**src/design/pbr_pkg.sv**
```systemverilog
// shared types and constants of the bounded pcg32 random block
// no dependencies; imported by pbr_ctrl, pbr_dp and pcg32_bounded_random_top
package pbr_pkg;

    localparam int STATE_W   = 64;
    localparam int VALUE_W   = 32;
    localparam int IN_DATA_W = 128;
    localparam int DIV_STEPS = 16;
    localparam int DIV_CNT_W = $clog2(DIV_STEPS);

    localparam logic [STATE_W-1:0] LCG_MUL = 64'd6364136223846793005;
    localparam logic [STATE_W-1:0] LCG_INC = 64'd11634580027462260723;

    localparam int XSH_SHIFT = 18;
    localparam int XSH_LOW   = 27;
    localparam int ROT_LOW   = 59;

    typedef enum logic [1:0] {
        MUL_LO,
        MUL_CROSS_A,
        MUL_CROSS_B
    } t_mul_phase;

    typedef enum logic {
        DIV_SRC_ONES,
        DIV_SRC_RAND
    } t_div_src;

    typedef enum logic [1:0] {
        OUT_SEED,
        OUT_MIN,
        OUT_SUM
    } t_out_sel;

    typedef struct packed {
        logic       load_item;
        logic       load_seed;
        logic       div_start;
        t_div_src   div_src;
        logic       div_step;
        logic       mul_en;
        t_mul_phase mul_phase;
        logic       state_commit;
        logic       out_load;
        t_out_sel   out_sel;
    } t_dp_cmd;

    typedef struct packed {
        logic bounds_equal;
        logic div_last;
        logic reject;
    } t_dp_status;

endpackage

```
**src/design/pbr_dp.sv**
```systemverilog
// datapath: generator state, shared 32x32 multiplier, radix-4 remainder unit, result register
// depends on pbr_pkg
module pbr_dp (
    input  logic                         i_clk,
    input  logic                         i_rst_n,
    input  pbr_pkg::t_dp_cmd             i_cmd,
    input  logic [pbr_pkg::IN_DATA_W-1:0] i_tdata,
    output pbr_pkg::t_dp_status          o_status,
    output logic [pbr_pkg::VALUE_W-1:0]  o_value,
    output logic                         o_ack
);
    import pbr_pkg::*;

    logic [STATE_W-1:0]   r_state;
    logic [STATE_W-1:0]   n_state;
    logic [STATE_W-1:0]   r_mul_acc;
    logic [VALUE_W-1:0]   r_lo;
    logic [VALUE_W-1:0]   r_div_n;
    logic [VALUE_W-1:0]   r_div_rem;
    logic [VALUE_W-1:0]   r_div_quo;
    logic [DIV_CNT_W-1:0] r_div_cnt;
    logic [VALUE_W-1:0]   r_out_value;
    logic                 r_out_ack;

    logic [STATE_W-1:0] w_seed;
    logic [VALUE_W-1:0] w_in_lo;
    logic [VALUE_W-1:0] w_in_hi;
    logic [VALUE_W-1:0] w_op_a;
    logic [VALUE_W-1:0] w_op_b;
    logic [STATE_W-1:0] w_prod;
    logic [STATE_W-1:0] w_xsh;
    logic [VALUE_W-1:0] w_mixed;
    logic [STATE_W-1:0] w_rot_pair;
    logic [VALUE_W-1:0] w_rand;
    logic [VALUE_W-1:0] w_rem1;
    logic [VALUE_W-1:0] w_rem2;

    function automatic logic [VALUE_W-1:0] rem_bit(
        input logic [VALUE_W-1:0] rem,
        input logic               din,
        input logic [VALUE_W-1:0] div
    );
        logic [VALUE_W:0] t;
        t = {rem, din};
        if (t >= {1'b0, div}) begin
            t = t - {1'b0, div};
        end
        return t[VALUE_W-1:0];
    endfunction

    assign w_seed  = i_tdata[STATE_W-1:0];
    assign w_in_lo = i_tdata[STATE_W +: VALUE_W];
    assign w_in_hi = i_tdata[STATE_W+VALUE_W +: VALUE_W];

    // low 64 bits of state * mul from three 32x32 partial products
    assign w_op_a = (i_cmd.mul_phase == MUL_CROSS_B) ? r_state[STATE_W-1:VALUE_W]
                                                     : r_state[VALUE_W-1:0];
    assign w_op_b = (i_cmd.mul_phase == MUL_CROSS_A) ? LCG_MUL[STATE_W-1:VALUE_W]
                                                     : LCG_MUL[VALUE_W-1:0];
    assign w_prod = {{VALUE_W{1'b0}}, w_op_a} * {{VALUE_W{1'b0}}, w_op_b};

    // xsh-rr output of the current state
    assign w_xsh      = (r_state >> XSH_SHIFT) ^ r_state;
    assign w_mixed    = w_xsh[XSH_LOW +: VALUE_W];
    assign w_rot_pair = {w_mixed, w_mixed} >> r_state[STATE_W-1:ROT_LOW];
    assign w_rand     = w_rot_pair[VALUE_W-1:0];

    assign w_rem1 = rem_bit(r_div_rem, r_div_quo[VALUE_W-1], r_div_n);
    assign w_rem2 = rem_bit(w_rem1, r_div_quo[VALUE_W-2], r_div_n);

    always_comb begin
        n_state = r_state;
        if (i_cmd.load_seed) begin
            n_state = w_seed;
        end else if (i_cmd.state_commit) begin
            n_state = r_mul_acc + LCG_INC;
        end
    end

    always_ff @(posedge i_clk) begin
        if (!i_rst_n) begin
            r_state <= '0;
        end else begin
            r_state <= n_state;
        end
    end

    always_ff @(posedge i_clk) begin
        if (i_cmd.load_item) begin
            r_lo <= w_in_lo;
        end
        if (i_cmd.mul_en) begin
            case (i_cmd.mul_phase)
                MUL_LO: begin
                    r_mul_acc <= w_prod;
                end
                MUL_CROSS_A, MUL_CROSS_B: begin
                    r_mul_acc[STATE_W-1:VALUE_W] <= r_mul_acc[STATE_W-1:VALUE_W]
                                                  + w_prod[VALUE_W-1:0];
                end
                default: begin
                    r_mul_acc <= r_mul_acc;
                end
            endcase
        end
        if (i_cmd.div_start) begin
            r_div_rem <= '0;
            r_div_cnt <= DIV_CNT_W'(DIV_STEPS - 1);
            if (i_cmd.div_src == DIV_SRC_ONES) begin
                r_div_quo <= '1;
                r_div_n   <= w_in_hi - w_in_lo;
            end else begin
                r_div_quo <= w_rand;
            end
        end else if (i_cmd.div_step) begin
            r_div_rem <= w_rem2;
            r_div_quo <= {r_div_quo[VALUE_W-3:0], 2'b00};
            r_div_cnt <= r_div_cnt - 1'b1;
        end
        if (i_cmd.out_load) begin
            case (i_cmd.out_sel)
                OUT_SEED: begin
                    r_out_value <= '0;
                    r_out_ack   <= 1'b1;
                end
                OUT_MIN: begin
                    r_out_value <= r_lo;
                    r_out_ack   <= 1'b0;
                end
                default: begin
                    r_out_value <= r_lo + r_div_rem;
                    r_out_ack   <= 1'b0;
                end
            endcase
        end
    end

    // cutoff is all-ones minus the remainder, i.e. its complement
    assign o_status.bounds_equal = (w_in_lo == w_in_hi);
    assign o_status.div_last     = (r_div_cnt == '0);
    assign o_status.reject       = (w_rand > ~r_div_rem);

    assign o_value = r_out_value;
    assign o_ack   = r_out_ack;

endmodule

```
**src/design/pbr_ctrl.sv**
```systemverilog
// controller: sequences seed loads, lcg steps, rejection and remainder passes
// depends on pbr_pkg; drives pbr_dp through t_dp_cmd
module pbr_ctrl (
    input  logic                i_clk,
    input  logic                i_rst_n,
    input  logic                i_s_tvalid,
    input  logic                i_action,
    output logic                o_s_tready,
    input  logic                i_m_tready,
    output logic                o_m_tvalid,
    input  pbr_pkg::t_dp_status i_status,
    output pbr_pkg::t_dp_cmd    o_cmd
);
    import pbr_pkg::*;

    typedef enum logic [3:0] {
        S_IDLE,
        S_DIV_CUT,
        S_STEP_LO,
        S_STEP_CA,
        S_STEP_CB,
        S_STEP_ADD,
        S_CHECK,
        S_DIV_MOD,
        S_FINISH
    } t_state;

    t_state   r_state;
    t_state   n_state;
    t_out_sel r_kind;
    t_out_sel n_kind;
    logic     r_out_valid;
    logic     n_out_valid;
    logic     w_accept;
    t_dp_cmd  w_cmd;

    assign w_accept = i_s_tvalid && (r_state == S_IDLE);

    always_comb begin
        n_state = r_state;
        n_kind  = r_kind;
        w_cmd   = '0;
        w_cmd.mul_phase = MUL_LO;
        w_cmd.div_src   = DIV_SRC_ONES;
        w_cmd.out_sel   = r_kind;
        case (r_state)
            S_IDLE: begin
                if (w_accept) begin
                    w_cmd.load_item = 1'b1;
                    if (i_action) begin
                        w_cmd.load_seed = 1'b1;
                        n_kind  = OUT_SEED;
                        n_state = S_FINISH;
                    end else if (i_status.bounds_equal) begin
                        n_kind  = OUT_MIN;
                        n_state = S_FINISH;
                    end else begin
                        w_cmd.div_start = 1'b1;
                        n_state = S_DIV_CUT;
                    end
                end
            end
            S_DIV_CUT: begin
                w_cmd.div_step = 1'b1;
                if (i_status.div_last) begin
                    n_state = S_STEP_LO;
                end
            end
            S_STEP_LO: begin
                w_cmd.mul_en = 1'b1;
                n_state = S_STEP_CA;
            end
            S_STEP_CA: begin
                w_cmd.mul_en    = 1'b1;
                w_cmd.mul_phase = MUL_CROSS_A;
                n_state = S_STEP_CB;
            end
            S_STEP_CB: begin
                w_cmd.mul_en    = 1'b1;
                w_cmd.mul_phase = MUL_CROSS_B;
                n_state = S_STEP_ADD;
            end
            S_STEP_ADD: begin
                w_cmd.state_commit = 1'b1;
                n_state = S_CHECK;
            end
            S_CHECK: begin
                if (i_status.reject) begin
                    n_state = S_STEP_LO;
                end else begin
                    w_cmd.div_start = 1'b1;
                    w_cmd.div_src   = DIV_SRC_RAND;
                    n_state = S_DIV_MOD;
                end
            end
            S_DIV_MOD: begin
                w_cmd.div_step = 1'b1;
                if (i_status.div_last) begin
                    n_kind  = OUT_SUM;
                    n_state = S_FINISH;
                end
            end
            S_FINISH: begin
                if (!r_out_valid || i_m_tready) begin
                    w_cmd.out_load = 1'b1;
                    n_state = S_IDLE;
                end
            end
            default: begin
                n_state = S_IDLE;
            end
        endcase
        n_out_valid = w_cmd.out_load || (r_out_valid && !i_m_tready);
    end

    always_ff @(posedge i_clk) begin
        if (!i_rst_n) begin
            r_state     <= S_IDLE;
            r_kind      <= OUT_SEED;
            r_out_valid <= 1'b0;
        end else begin
            r_state     <= n_state;
            r_kind      <= n_kind;
            r_out_valid <= n_out_valid;
        end
    end

    assign o_s_tready = (r_state == S_IDLE);
    assign o_m_tvalid = r_out_valid;
    assign o_cmd      = w_cmd;

    a_seed_fast: assert property (@(posedge i_clk) disable iff (!i_rst_n)
        w_accept && i_action |=> (r_state == S_FINISH) && (r_kind == OUT_SEED))
        else $error("seed item did not go straight to finish");

    a_load_valid: assert property (@(posedge i_clk) disable iff (!i_rst_n)
        w_cmd.out_load |=> r_out_valid)
        else $error("result loaded but not presented");

    a_no_overwrite: assert property (@(posedge i_clk) disable iff (!i_rst_n)
        w_cmd.out_load |-> (!r_out_valid || i_m_tready))
        else $error("pending result overwritten");

    a_cut_done: assert property (@(posedge i_clk) disable iff (!i_rst_n)
        (r_state == S_DIV_CUT) && i_status.div_last |=> (r_state == S_STEP_LO))
        else $error("cutoff pass did not hand over to the generator");

endmodule

```
**src/design/pcg32_bounded_random_top.sv**
```systemverilog
// bounded pcg32 random block, top level
// depends on pbr_pkg, pbr_ctrl and pbr_dp
//
// input word: s_axis_tuser selects the action (0 draw, 1 load seed);
// s_axis_tdata carries seed, min and max. a draw returns a value in
// [min, max) on m_axis_tdata with m_axis_tuser low; equal bounds return min.
// a seed word loads the 64-bit generator state and returns zero with
// m_axis_tuser high.
// one word is in flight at a time. seed and equal-bound words go from
// acceptance straight to the finish state. a draw runs a cutoff remainder
// pass, k generator steps (k being the number of steps until an output
// passes the cutoff, usually 1) and a result remainder pass; both passes
// take 2 bits per cycle; each step uses one shared 32x32 multiplier.
// the result register lets the next word be accepted while a result waits;
// a stalled receiver holds the result and the next result waits inside.
// reset clears the generator state to zero and empties the result register.
module pcg32_bounded_random_top (
    input  logic                          i_clk,
    input  logic                          i_rst_n,
    input  logic                          s_axis_tvalid,
    output logic                          s_axis_tready,
    // seed_value[63:0], range_min[95:64], range_max[127:96]
    input  logic [pbr_pkg::IN_DATA_W-1:0] s_axis_tdata,
    // action[0]
    input  logic                          s_axis_tuser,
    output logic                          m_axis_tvalid,
    input  logic                          m_axis_tready,
    // random_value[31:0]
    output logic [pbr_pkg::VALUE_W-1:0]   m_axis_tdata,
    // seed_ack[0]
    output logic                          m_axis_tuser
);
    import pbr_pkg::*;

    t_dp_cmd    w_cmd;
    t_dp_status w_status;

    pbr_ctrl u_ctrl (
        .i_clk      (i_clk),
        .i_rst_n    (i_rst_n),
        .i_s_tvalid (s_axis_tvalid),
        .i_action   (s_axis_tuser),
        .o_s_tready (s_axis_tready),
        .i_m_tready (m_axis_tready),
        .o_m_tvalid (m_axis_tvalid),
        .i_status   (w_status),
        .o_cmd      (w_cmd)
    );

    pbr_dp u_dp (
        .i_clk    (i_clk),
        .i_rst_n  (i_rst_n),
        .i_cmd    (w_cmd),
        .i_tdata  (s_axis_tdata),
        .o_status (w_status),
        .o_value  (m_axis_tdata),
        .o_ack    (m_axis_tuser)
    );

endmodule
```
**config.mk**
```make
export PLATFORM = sky130hd
export DESIGN_NAME = pcg32_bounded_random_top
export DESIGN_NICKNAME = d
export VERILOG_FILES = /design/src/design/pbr_pkg.sv /design/src/design/pbr_dp.sv /design/src/design/pbr_ctrl.sv /design/src/design/pcg32_bounded_random_top.sv
export SDC_FILE = /design/constraint.sdc
export NUM_CORES = 2
export LEC_CHECK = 0
export ABC_AREA = 1
export BUFFER_PORTS_ARGS = -buffer_cell sky130_fd_sc_hd__buf_2
export CORE_MARGIN = 8
export CORE_UTILIZATION = 35
export DETAILED_ROUTE_END_ITERATION = 16
export HOLD_SLACK_MARGIN = 0.15
export SETUP_SLACK_MARGIN = 0.15
export SYNTH_ARGS = -nofsm -noshare
export SYNTH_HDL_FRONTEND = slang
export SYNTH_SLANG_ARGS = --single-unit
```
**constraint.sdc**
```tcl
create_clock -name i_clk -period 13 [get_ports i_clk]
set_input_delay 3.25 -clock i_clk [delete_from_list [all_inputs] [get_ports i_clk]]
set_output_delay 3.25 -clock i_clk [all_outputs]
set_load 0.02 [all_outputs]
```
==> results.cfg <==
[clocking]
cts_tree = yes
cts-root-buf = clkbuf_16
clk_pin_slew_ps = 80
ctsLongestPathBuffers = 3
post_cts_buffers = 0
cts_buffers = 36
clkLatencyLatePin_ps = 590
cts_max_level = 2
cts.repair.resized = 0
clkSinkCount = 300
holdBufCountCts = 0

[flow_run]
maxCapViolCount = 0

[floorplanning]
fp.coreArea_um2 = 145000
initial_utilization = 0.352
fp-row-count = 140
pin_count = 168
die-height_um = 398
fp.dieArea_um2 = 158000
die_x_um = 398

[timing]
holdWs_ps = 474
slew_viol_final = 0
clock_skew_ps = 40.6
tightest_slew_ps = 1200
finalCriticalPeriod_ps = 11490
hold_violations = 0
fmax_mhz = 87.0
setup_violations = 0
period_share = 0.884
rsz0062_at_grt = no
max_slew_margin = 0.188
fin_setup_tns_ps = 0

[cells_and_area]
nets = 8326
n_fill_cell = 15400
syn_to_final_growth_pct = 8.31
drive_gt1_frac = 0.0513
finalInstanceArea_um2 = 55300
fin_util = 0.381

[grt]
grt_pass1_wl_um = 298000
grt_max_degree = 92
gr-total-overflow = 0
first_global_vias = 47300
grt_use_total = 0.246
antenna_found_initial = 3

[outcome]
status = complete, no violations

[critical_path]
worst_path_max_delay_cell = o21ai_1
crit_path_max_incr_delay_ps = 990
crit_path_frequent_cell = fa_1
cp-start-kind = flop
cp.arrival_ps = 11820
critPathRequiredTime_ps = 13330
cp-end-kind = flop
worstRegToRegCells = 31
crit_type = flop to flop
path_max_fanout = 45

[logic_synthesis]
netlist_area_um2 = 51100
synthTopCellsByCount = nand2_1 (1445), inv_1 (1296), ha_1 (631)
synth_edf_count = 193
synth_flop_cell = edfxtp_1
synth_top_area_share = 0.216
synth.most_common_cell = nand2_1
synth.area.top_cells = fa_1 (22%), ha_1 (15%), edfxtp_1 (11%), nand2_1 (11%), inv_1 (9.5%)
ys_seq_area_frac = 0.155
synth_seq_cells = 300
synth_largest_area_cell = fa_1
async_reset_ff_frac = 0
ys_types = 62
avgSynthCellArea_um2 = 7.44
yosys_warnings = 0
syn_inst = 6862

[routing]
drc = 0
wire_per_inst_um = 22.2
drt_first_iter_violations = 4042
ant_nets = 0
detail_route.vias_per_cell = 5.25
vias = 47000
firstDrtPassIters = 6
wirelength_um = 199000

[placed_design]
portBuffers = 167
placed_cell_area_um2 = 54200
gp_congestion = 0.992
dp_hpwl_um = 171000

[worst_hold_path]
min_path_type = flop to flop
hold_depth = 2
## through the flow
step | std cells | setup slack (ps)
after floorplan | 6891 | 3570
after global placement | 8891 | 1540
after detailed placement | 8891 | 1580
after CTS | 8955 | 1550
after global routing | 8956 | 840
final | 8956 | 1510
## routing by layer
metal	wire (um)	up-vias	track usage
li1	-	22200	-
met1	84800	22800	0.322
met2	92400	1632	0.412
met3	11200	367	0.0289
met4	10200	2	0.102
met5	11	-	0
## cell families (layout without fill, tap and decap cells)
family	Yosys count	count (layout)	share of synthesized area
DFF	300	300	0.155
muxes	6	6	0.00118
other	2	32	0.000147
buffers and inverters	1442	1589	0.108
adders and majority gates	1181	1181	0.370
and+or+nand+nor	2668	2668	0.218
AOI/OAI and AO/OA	1098	1098	0.118
xor gates and xnor gates	165	165	0.0283
## worst max-delay path: cells and delay by family, from the launching register on
family / cells / cell delay (ps)
compound gates: 7 / 2780
xor+xnor: 1 / 470
fa+ha+maj: 10 / 4930
buf+inv: 7 / 1430
flops: 1 / 370
simple gates: 6 / 1230
## flip-flops by register name, indices dropped and copies added (netlist names)
register,count
u_dp.r_mul_acc,64
u_dp.r_state,64
u_dp.o_value,32
u_dp.r_div_n,32
u_dp.r_div_quo,32
u_dp.r_div_rem,32
u_dp.r_lo,32
u_ctrl.r_state,4
u_dp.r_div_cnt,4
u_ctrl.r_kind,2
u_ctrl.o_m_tvalid,1
u_dp.o_ack,1
## final timing paths
kind	startpoint	end	slack, ps
hold reg to reg	u_dp.r_state[7]	u_dp.r_state[7]	470
setup reg to reg	u_ctrl.r_state[0]	u_dp.r_mul_acc[62]	1510
hold / removal	u_dp.r_state[7]	u_dp.r_state[7]	470
setup / recovery	u_ctrl.r_state[0]	u_dp.r_mul_acc[62]	1510
## layout make-up
type,instances,area [um2],share of cell area
multi-input cells,5149,37700,0.683
flip-flops and latches,300,7940,0.144
inverters,1319,4950,0.0896
well taps,1917,2400,0.0434
repair buffers,206,1130,0.0204
clock buffers,45,986,0.0178
clock inverters,19,149,0.00269
diodes,1,2.50,0.0000453
## placed cells by master, fill, tap and decap left out, types with 62 or more instances in the layout
master       n
nor3_1      68
nand3_1    346
nand2_1   1445
ha_1       631
xor2_1      98
o21ai_0    439
dfxtp_1    107
nand4_1     62
edfxtp_1   193
fa_1       550
xnor2_1     67
a21oi_1    369
buf_2      167
nor2_1     615
inv_1     1296
Power is left out: the tool's default activity adds up to more than one toggle a clock period on the data nets, which glitch-free logic cannot reach.
